$ cat src/sv/adsr_pkg.sv
// ADSR envelope generator package: widths, register indexes, command and phase codes.
// No dependencies; imported by the top level and its checker.
`timescale 1ns / 1ps
`default_nettype none

package adsr_pkg;

	localparam int LEVEL_WIDTH_DEF  = 24;
	localparam int SAMPLE_WIDTH_DEF = 24;

	localparam int CFG_W      = 24;
	localparam int CFG_IDX_W  = 3;
	localparam int MULT_W     = 24;
	localparam int MULT_FRAC  = 24;
	localparam int BASE_W     = 24;
	localparam int LVLREG_W   = 23;
	localparam int DIGIT      = 8;
	localparam int PHASE_W    = 3;
	localparam int CMD_W      = 2;

	localparam logic [CFG_IDX_W-1:0] REG_ATTACK_MULT   = 3'd0;
	localparam logic [CFG_IDX_W-1:0] REG_ATTACK_BASE   = 3'd1;
	localparam logic [CFG_IDX_W-1:0] REG_DECAY_MULT    = 3'd2;
	localparam logic [CFG_IDX_W-1:0] REG_DECAY_BASE    = 3'd3;
	localparam logic [CFG_IDX_W-1:0] REG_SUSTAIN_LEVEL = 3'd4;
	localparam logic [CFG_IDX_W-1:0] REG_RELEASE_MULT  = 3'd5;
	localparam logic [CFG_IDX_W-1:0] REG_RELEASE_BASE  = 3'd6;
	localparam logic [CFG_IDX_W-1:0] REG_MIN_LEVEL     = 3'd7;

	localparam logic [LVLREG_W-1:0] SUSTAIN_RST = 23'd2097152;
	localparam logic [LVLREG_W-1:0] MIN_RST     = 23'd42;

	localparam logic [CMD_W-1:0] CMD_TICK      = 2'd0;
	localparam logic [CMD_W-1:0] CMD_NOTE_ON   = 2'd1;
	localparam logic [CMD_W-1:0] CMD_NOTE_OFF  = 2'd2;
	localparam logic [CMD_W-1:0] CMD_RST_LEVEL = 2'd3;

	localparam logic [PHASE_W-1:0] PH_IDLE    = 3'd0;
	localparam logic [PHASE_W-1:0] PH_ATTACK  = 3'd1;
	localparam logic [PHASE_W-1:0] PH_DECAY   = 3'd2;
	localparam logic [PHASE_W-1:0] PH_SUSTAIN = 3'd3;
	localparam logic [PHASE_W-1:0] PH_RELEASE = 3'd4;

endpackage

`default_nettype wire

$ cat src/sv/adsr_envelope_generator_top.sv
// ADSR envelope generator top level: sequencer, config registers, digit-serial multiplier.
// Depends on adsr_pkg.
`timescale 1ns / 1ps
`default_nettype none

// Usage:
//   s_* channel takes one command item: tuser = cmd, tdata = sample_in.
//   m_* channel returns one result item per command: level, sample_out, phase, active.
//   cfg_we/cfg_addr/cfg_wdata write one envelope register per cycle; the user writes
//   them only while idle, which the block itself does not enforce.
// Command paths:
//   note on, note off, reset level, tick in idle: no product; straight to ST_FIN.
//   tick in sustain: one sample product; in attack, decay, release: level, then sample product.
//   NSTEP = ceil(max(25, SAMPLE_WIDTH) / 8) digits; 4 at the default widths. One shared
//   8-bit-digit serial multiplier forms both products.
//   One item is in work at a time; s_tready is high only between items.
// Reset: phase idle, level 0, registers to their reset values, output empty.
// Stall: a result waits in the output register; the next item can be accepted, and its
//   result is held inside until the output register frees up.
module adsr_envelope_generator_top
	import adsr_pkg::*;
#(
	parameter int LEVEL_WIDTH  = LEVEL_WIDTH_DEF,
	parameter int SAMPLE_WIDTH = SAMPLE_WIDTH_DEF
) (
	input  wire logic                                               clk,
	input  wire logic                                               arst_n,
	input  wire logic                                               s_tvalid,
	output      logic                                               s_tready,
	// sample_in
	input  wire logic [((SAMPLE_WIDTH+7)/8)*8-1:0]                  s_tdata,
	// cmd
	input  wire logic [CMD_W-1:0]                                   s_tuser,
	output      logic                                               m_tvalid,
	input  wire logic                                               m_tready,
	// level, sample_out, phase, active
	output      logic [((LEVEL_WIDTH+SAMPLE_WIDTH+PHASE_W+1+7)/8)*8-1:0] m_tdata,
	input  wire logic                                               cfg_we,
	input  wire logic [CFG_IDX_W-1:0]                               cfg_addr,
	input  wire logic [CFG_W-1:0]                                   cfg_wdata
);

	localparam int LW    = LEVEL_WIDTH;
	localparam int SW    = SAMPLE_WIDTH;
	localparam int D     = DIGIT;
	localparam int MBW   = (MULT_W + 1 > SW) ? MULT_W + 1 : SW;
	localparam int NB    = ((MBW + D - 1) / D) * D;
	localparam int NSTEP = NB / D;
	localparam int CW    = (NSTEP > 1) ? $clog2(NSTEP) : 1;
	localparam int HW    = LW + D + 1;
	localparam int RW    = HW + NB;
	localparam int XW    = ((LW > BASE_W) ? LW : BASE_W) + 2;
	localparam int OW    = ((LW + SW + PHASE_W + 1 + 7) / 8) * 8;

	localparam logic signed [XW-1:0] LVL_MAX = {{(XW-LW+1){1'b0}}, {(LW-1){1'b1}}};
	localparam logic signed [XW-1:0] LVL_MIN = ~LVL_MAX;
	localparam logic signed [XW-1:0] LVL_ONE = XW'(1) << (LW - 2);
	localparam logic signed [SW+2:0] SMP_MAX = {4'b0, {(SW-1){1'b1}}};
	localparam logic signed [SW+2:0] SMP_MIN = ~SMP_MAX;

	localparam logic [2:0] ST_IDLE = 3'd0;
	localparam logic [2:0] ST_MUL1 = 3'd1;
	localparam logic [2:0] ST_RND1 = 3'd2;
	localparam logic [2:0] ST_UPD  = 3'd3;
	localparam logic [2:0] ST_MUL2 = 3'd4;
	localparam logic [2:0] ST_RND2 = 3'd5;
	localparam logic [2:0] ST_FIN  = 3'd6;

	logic [MULT_W-1:0]         attack_mult_q, decay_mult_q, release_mult_q;
	logic [BASE_W-1:0]         attack_base_q, decay_base_q, release_base_q;
	logic [LVLREG_W-1:0]       sustain_q, min_q;

	logic [2:0]                st_q;
	logic [CW-1:0]             step_q;
	logic [PHASE_W-1:0]        phase_q;
	logic signed [LW-1:0]      level_q;
	logic [SW-1:0]             sample_q;
	logic [RW-1:0]             r_q;
	logic signed [LW:0]        rnd_q;
	logic signed [SW-1:0]      sout_q;
	logic                      m_tvalid_q;
	logic [OW-1:0]             m_tdata_q;

	logic                      accept;
	logic [CMD_W-1:0]          cmd;
	logic [SW-1:0]             smp_in;
	logic [MULT_W-1:0]         mult_sel;
	logic [BASE_W-1:0]         base_sel;
	logic signed [XW-1:0]      level_x, min_x, minl_x, sus_x, suss_x, v_x, v_sat;
	logic                      last_step;
	logic [D-1:0]              dig;
	logic signed [D:0]         dig_s;
	logic signed [HW-1:0]      pp, hi_sum;
	logic [RW-1:0]             r_step;
	logic signed [SW+2:0]      s_rnd, s_sat;
	logic                      out_free;

	assign cmd      = s_tuser;
	assign smp_in   = s_tdata[SW-1:0];
	assign s_tready = (st_q == ST_IDLE);
	assign accept   = s_tvalid && s_tready;
	assign out_free = !m_tvalid_q || m_tready;
	assign m_tvalid = m_tvalid_q;
	assign m_tdata  = m_tdata_q;

	always_comb begin
		case (phase_q)
			PH_ATTACK: begin
				mult_sel = attack_mult_q;
				base_sel = attack_base_q;
			end
			PH_DECAY: begin
				mult_sel = decay_mult_q;
				base_sel = decay_base_q;
			end
			default: begin
				mult_sel = release_mult_q;
				base_sel = release_base_q;
			end
		endcase
	end

	// level-range views of the registers
	assign level_x = XW'(level_q);
	assign min_x   = $signed(XW'(min_q));
	assign minl_x  = (min_x > LVL_MAX) ? LVL_MAX : min_x;
	assign sus_x   = $signed(XW'(sustain_q));
	assign suss_x  = (sus_x > LVL_MAX) ? LVL_MAX : sus_x;

	// base + rounded product, saturated to the level range
	assign v_x   = XW'($signed(base_sel)) + XW'(rnd_q);
	assign v_sat = (v_x > LVL_MAX) ? LVL_MAX : ((v_x < LVL_MIN) ? LVL_MIN : v_x);

	// one digit of the multiplier per cycle; the top digit is signed
	assign last_step = (step_q == CW'(NSTEP - 1));
	assign dig       = r_q[D-1:0];
	assign dig_s     = $signed({last_step & dig[D-1], dig});
	assign pp        = $signed(level_q) * dig_s;
	assign hi_sum    = $signed(r_q[RW-1:NB]) + pp;
	assign r_step    = RW'($signed({hi_sum, r_q[NB-1:0]}) >>> D);

	assign s_rnd = $signed(r_q[LW+SW:LW-2]) + (SW+3)'(r_q[LW-3]);
	assign s_sat = (s_rnd > SMP_MAX) ? SMP_MAX : ((s_rnd < SMP_MIN) ? SMP_MIN : s_rnd);

	always_ff @(posedge clk or negedge arst_n) begin
		if (!arst_n) begin
			attack_mult_q  <= '0;
			attack_base_q  <= '0;
			decay_mult_q   <= '0;
			decay_base_q   <= '0;
			sustain_q      <= SUSTAIN_RST;
			release_mult_q <= '0;
			release_base_q <= '0;
			min_q          <= MIN_RST;
		end else if (cfg_we) begin
			case (cfg_addr)
				REG_ATTACK_MULT:   attack_mult_q  <= cfg_wdata[MULT_W-1:0];
				REG_ATTACK_BASE:   attack_base_q  <= cfg_wdata[BASE_W-1:0];
				REG_DECAY_MULT:    decay_mult_q   <= cfg_wdata[MULT_W-1:0];
				REG_DECAY_BASE:    decay_base_q   <= cfg_wdata[BASE_W-1:0];
				REG_SUSTAIN_LEVEL: sustain_q      <= cfg_wdata[LVLREG_W-1:0];
				REG_RELEASE_MULT:  release_mult_q <= cfg_wdata[MULT_W-1:0];
				REG_RELEASE_BASE:  release_base_q <= cfg_wdata[BASE_W-1:0];
				REG_MIN_LEVEL:     min_q          <= cfg_wdata[LVLREG_W-1:0];
				default: ;
			endcase
		end
	end

	always_ff @(posedge clk or negedge arst_n) begin
		if (!arst_n) begin
			st_q       <= ST_IDLE;
			step_q     <= '0;
			phase_q    <= PH_IDLE;
			level_q    <= '0;
			m_tvalid_q <= 1'b0;
		end else begin
			if (m_tready && st_q != ST_FIN)
				m_tvalid_q <= 1'b0;
			case (st_q)
				ST_IDLE: begin
					if (accept) begin
						step_q <= '0;
						case (cmd)
							CMD_TICK: begin
								if (phase_q == PH_IDLE) begin
									level_q <= '0;
									st_q    <= ST_FIN;
								end else if (phase_q == PH_SUSTAIN) begin
									r_q  <= {{HW{1'b0}}, NB'($signed(smp_in))};
									st_q <= ST_MUL2;
								end else begin
									r_q  <= RW'(mult_sel);
									st_q <= ST_MUL1;
								end
							end
							CMD_NOTE_ON: begin
								if (level_x < minl_x)
									level_q <= LW'(minl_x);
								phase_q <= PH_ATTACK;
								st_q    <= ST_FIN;
							end
							CMD_NOTE_OFF: begin
								if (phase_q inside {PH_ATTACK, PH_DECAY, PH_SUSTAIN})
									phase_q <= PH_RELEASE;
								st_q <= ST_FIN;
							end
							default: begin
								level_q <= LW'(minl_x);
								st_q    <= ST_FIN;
							end
						endcase
					end
				end
				ST_MUL1: begin
					r_q    <= r_step;
					step_q <= step_q + CW'(1);
					if (last_step)
						st_q <= ST_RND1;
				end
				ST_RND1: begin
					st_q <= ST_UPD;
				end
				ST_UPD: begin
					case (phase_q)
						PH_ATTACK: begin
							if (v_sat >= LVL_ONE) begin
								level_q <= LW'(LVL_ONE);
								phase_q <= PH_DECAY;
							end else begin
								level_q <= LW'(v_sat);
							end
						end
						PH_DECAY: begin
							if (v_sat <= sus_x) begin
								level_q <= LW'(suss_x);
								phase_q <= PH_SUSTAIN;
							end else begin
								level_q <= LW'(v_sat);
							end
						end
						default: begin
							level_q <= LW'(v_sat);
							if (v_sat <= min_x)
								phase_q <= PH_IDLE;
						end
					endcase
					r_q    <= {{HW{1'b0}}, NB'($signed(sample_q))};
					step_q <= '0;
					st_q   <= ST_MUL2;
				end
				ST_MUL2: begin
					r_q    <= r_step;
					step_q <= step_q + CW'(1);
					if (last_step)
						st_q <= ST_RND2;
				end
				ST_RND2: begin
					st_q <= ST_FIN;
				end
				ST_FIN: begin
					if (out_free) begin
						m_tvalid_q <= 1'b1;
						st_q       <= ST_IDLE;
					end
				end
				default: st_q <= ST_IDLE;
			endcase
		end
	end

	// payload registers
	always_ff @(posedge clk) begin
		if (accept) begin
			sample_q <= smp_in;
			sout_q   <= '0;
		end
		if (st_q == ST_RND1)
			rnd_q <= $signed(r_q[MULT_FRAC+LW:MULT_FRAC]) + (LW+1)'(r_q[MULT_FRAC-1]);
		if (st_q == ST_RND2)
			sout_q <= SW'(s_sat);
		if (st_q == ST_FIN && out_free)
			m_tdata_q <= OW'({(phase_q != PH_IDLE), phase_q, sout_q, level_q});
	end

endmodule

`default_nettype wire

$ cat config.mk
export PLATFORM = sky130hd
export DESIGN_NAME = adsr_envelope_generator_top
export DESIGN_NICKNAME = d
export VERILOG_FILES = /design/src/sv/adsr_pkg.sv /design/src/sv/adsr_envelope_generator_top.sv
export SDC_FILE = /design/constraint.sdc
export NUM_CORES = 1
export LEC_CHECK = 0
export ABC_AREA = 1
export ABC_CLOCK_PERIOD_IN_PS = 7900
export BUFFER_PORTS_ARGS = -buffer_cell sky130_fd_sc_hd__buf_4
export CELL_PAD_IN_SITES_DETAIL_PLACEMENT = 1
export CELL_PAD_IN_SITES_GLOBAL_PLACEMENT = 1
export CORE_MARGIN = 2
export CORE_UTILIZATION = 45
export DETAILED_ROUTE_END_ITERATION = 7
export GPL_TIMING_DRIVEN = 0
export PLACE_DENSITY = 0.76
export SLEW_MARGIN = 20
export SYNTH_ARGS = -nofsm -noshare
export SYNTH_HDL_FRONTEND = slang
export SYNTH_SLANG_ARGS = --single-unit
$ cat constraint.sdc
create_clock -name clk -period 7.9 [get_ports clk]
set_input_delay 1.185 -clock clk [delete_from_list [all_inputs] [get_ports clk]]
set_output_delay 1.185 -clock clk [all_outputs]
set_load 0.02 [all_outputs]
==> flow_metrics.env <==
export IMPL_status="finished, final reports clean"
export IMPL_fin_setup_tns_ns=0
export IMPL_wl_um=105000
export IMPL_rsz0062_at_grt="false"
export IMPL_ios=116
export IMPL_drcViolationCount=0
export IMPL_synth_simple_area_share_pct=18.2
export IMPL_ys_seq_area_share_pct=38.3
export IMPL_crit_family="simple AND/OR/NAND/NOR gates"
export IMPL_critPathKind="flop to flop"
export IMPL_fin_nets=3984
export IMPL_grt_pass1_vias=26400
export IMPL_grt_pass1_wl_um=161000
export IMPL_antenna_found_initial=1
export IMPL_yosysUniqueCellTypes=57
export IMPL_worstMarginPinSlew_ns=1.01
export IMPL_gp_congestion=0.961
export IMPL_path_max_fanout=10
export IMPL_critPathBufInv=8
export IMPL_synth_area_leader_cell="dfrtp_1"
export IMPL_setup_viol=0
export IMPL_synth_fa_ha_area_share_pct=21.9
export IMPL_synth_seq_cells=405
export IMPL_grt_usage_pct=32.0
export IMPL_cp_required_ns=8.44
export IMPL_overflow=0
export IMPL_largest_reg_flops=57
export IMPL_synth_edf_count=182
export IMPL_crit_arrival_ns=8.00
export IMPL_skew_ns=0.0252
export IMPL_clk_pin_slew_ns=0.06
export IMPL_yosys_area_share_xor_xnor_pct=2.13
export IMPL_hold_path_class="flop to flop"
export IMPL_finalCritPeriodShare_pct=94.4
export IMPL_num_vias=24700
export IMPL_htree_num_levels=2
export IMPL_async_reset_ff_share_pct=55.1
export IMPL_cts_tree="done"
export IMPL_drv_slew=0
export IMPL_fin_crit_ns=7.46
export IMPL_top_register="r_q"
export IMPL_syn2layout_area_growth_pct=13.0
export IMPL_relSlewSlack_pct=32.6
export IMPL_cpPeakStageDelay_ns=0.46
export IMPL_die_w_um=257
export IMPL_grt_max_degree=95
export IMPL_clk_path_buf_depth=3
export IMPL_yosysTopAreaCellShare_pct=19.0
export IMPL_die_area_um2=66100
export IMPL_dr_first_iter_drc_count=2111
export IMPL_synth_area_per_cell_um2=8.56
export IMPL_io_buffer_count=111
export IMPL_vias_per_cell=5.58
export IMPL_crit_slowest_cell="ha_1"
export IMPL_fillers=7447
export IMPL_max_freq_mhz=134
export IMPL_synth_compound_area_share_pct=10.8
export IMPL_initial_core_util_pct=45.6
export IMPL_antenna_cells=0
export IMPL_hpwlAfterDp_um=83500
export IMPL_end_kind="flop"
export IMPL_fp_coreArea_um2=63200
export IMPL_syn_instance_count=3367
export IMPL_cts_root_buffer="clkbuf_16"
export IMPL_drtAntennaViolNets=0
export IMPL_first_pass_iters=5
export IMPL_ys_warn_count=0
export IMPL_cp_common_cell="nand2_1"
export IMPL_cts_sinks=405
export IMPL_max_cap_viol_count=0
export IMPL_worstSkewPairLatency_ns=0.62
export IMPL_synth_top_family_by_area="adder cells"
export IMPL_critPathLaunchType="flop"
export IMPL_die_h_um=257
export IMPL_rows=92
export IMPL_hold_viol_final=0
export IMPL_cts_buffers=47
export IMPL_synth_mux_area_share_pct=0.139
export IMPL_synth_area_top_cells="dfrtp_1, edfxtp_1, fa_1, nand2_1, ha_1"
export IMPL_wl_per_cell_um=23.7
export IMPL_ys_flop_type="dfrtp_1"
export IMPL_drive_gt1_share_pct=8.07
export IMPL_synth_area_um2=28800
export IMPL_ctsHoldBuffers=0
==> logic make-up (layout without fill, tap and decap cells) <==
family | count (synthesis) | after routing
buf+inv | 637 | 849
simple gates | 1291 | 1291
xor+xnor | 70 | 70
mux | 4 | 4
compound gates | 578 | 578
other cells | 1 | 4
fa+ha+maj | 381 | 381
flops | 405 | 405
==> placed cells by master, fill, tap and decap left out, types with 15 or more instances in the layout <==
master,count
clkbuf_16,47
xnor2_1,27
a22oi_1,23
a31oi_1,40
nand4_1,20
edfxtp_1,182
buf_4,120
inv_1,490
nand2_1,923
a21oi_1,151
dfrtp_1,219
clkbuf_1,123
nor2_1,170
xor2_1,43
or2_2,23
ha_1,177
nor3_1,25
fa_1,204
o21ai_1,15
nand3_1,88
o21ai_0,306
==> metrics by stage <==
| stage | area [µm²] | cells | utilization (%) | hold slack, ns | setup WS, ns |
|---|---|---|---|---|---|
| after CTS | 32500 | 4427 | 51.5 | 0.420 | 0.0688 |
| after detailed placement | 31000 | 4342 | 49.1 | 0.406 | -0.702 |
| after global placement | 30700 | 4327 | 48.6 | 0.410 | -2.94 |
| after global routing | 32600 | 4428 | 51.6 | 0.423 | 0.0146 |
| final | 32600 | 4428 | 51.6 | 0.415 | 0.444 |
| after floorplan | 28800 | 3370 | - | 0.400 | 1.68 |
==> worst paths after layout <==
| kind | from | endpoint | slack (ns) | cells past startpoint |
|---|---|---|---|---|
| max reg2reg | phase_q[1]$_DFFE_PN0P_ | phase_q[1]$_DFFE_PN0P_ | 0.44 | 43 |
| max in group asynchronous | arst_n | sustain_q[21]$_DFFE_PN1P_ | 6.10 | 3 |
| min in group asynchronous | arst_n | release_mult_q[11]$_DFFE_PN0P_ | 0.48 | 1 |
| max | phase_q[1]$_DFFE_PN0P_ | phase_q[1]$_DFFE_PN0P_ | 0.44 | 43 |
| min | sout_q[3]$_SDFFCE_PN0P_ | m_tdata[27]$_DFFE_PP_ | 0.42 | 0 |
| min reg2reg | sout_q[3]$_SDFFCE_PN0P_ | m_tdata[27]$_DFFE_PP_ | 0.42 | 0 |
==> worst register-to-register path: cells and delay by family, from the launching register on <==
kind | cells | cell delay [ns]
adders and majority gates | 3 | 1.17
DFF | 1 | 0.41
buffers and inverters | 8 | 1.57
AOI/OAI and AO/OA | 6 | 0.80
and+or+nand+nor | 26 | 3.48
==> synth_stat cells (23+ instances only) <==
master	n
edfxtp_1	182
nor3_1	26
dfrtp_1	219
ha_1	177
a21oi_1	152
clkbuf_1	115
inv_1	490
a22oi_1	23
a31oi_1	40
nand3_1	88
xnor2_1	27
o21ai_0	320
fa_1	204
nor2_1	174
or2_2	23
xor2_1	43
nand2_1	923
==> what timing repair did <==
action	in CTS	in global routing
setup buffers	0	2
gates resized for setup	5	24
setup endpoints to repair	27	27
pin swaps	0	1
hold endpoints to repair	0	0
==> layout make-up <==
type | count | area, µm² | area share (%)
repair buffers | 128 | 1100 | 3.39
inverters | 494 | 1860 | 5.70
flip-flops and latches | 405 | 11100 | 33.9
well taps | 846 | 1060 | 3.25
multi-input cells | 2328 | 15400 | 47.3
clock inverters | 21 | 248 | 0.760
plain buffers | 141 | 587 | 1.80
clock buffers | 65 | 1270 | 3.91
==> layer usage <==
metal | part of all wire, % | up-vias | GRT usage (%)
met5 | 0 | - | 0
met4 | 2.9 | 0 | 8.82
met3 | 5.7 | 168 | 4.04
met2 | 48 | 716 | 53.9
met1 | 43 | 12700 | 43.6
li1 | - | 11100 | -
Power is left out: the tool's default activity adds up to more than one toggle a clock period on the data nets, which glitch-free logic cannot reach.
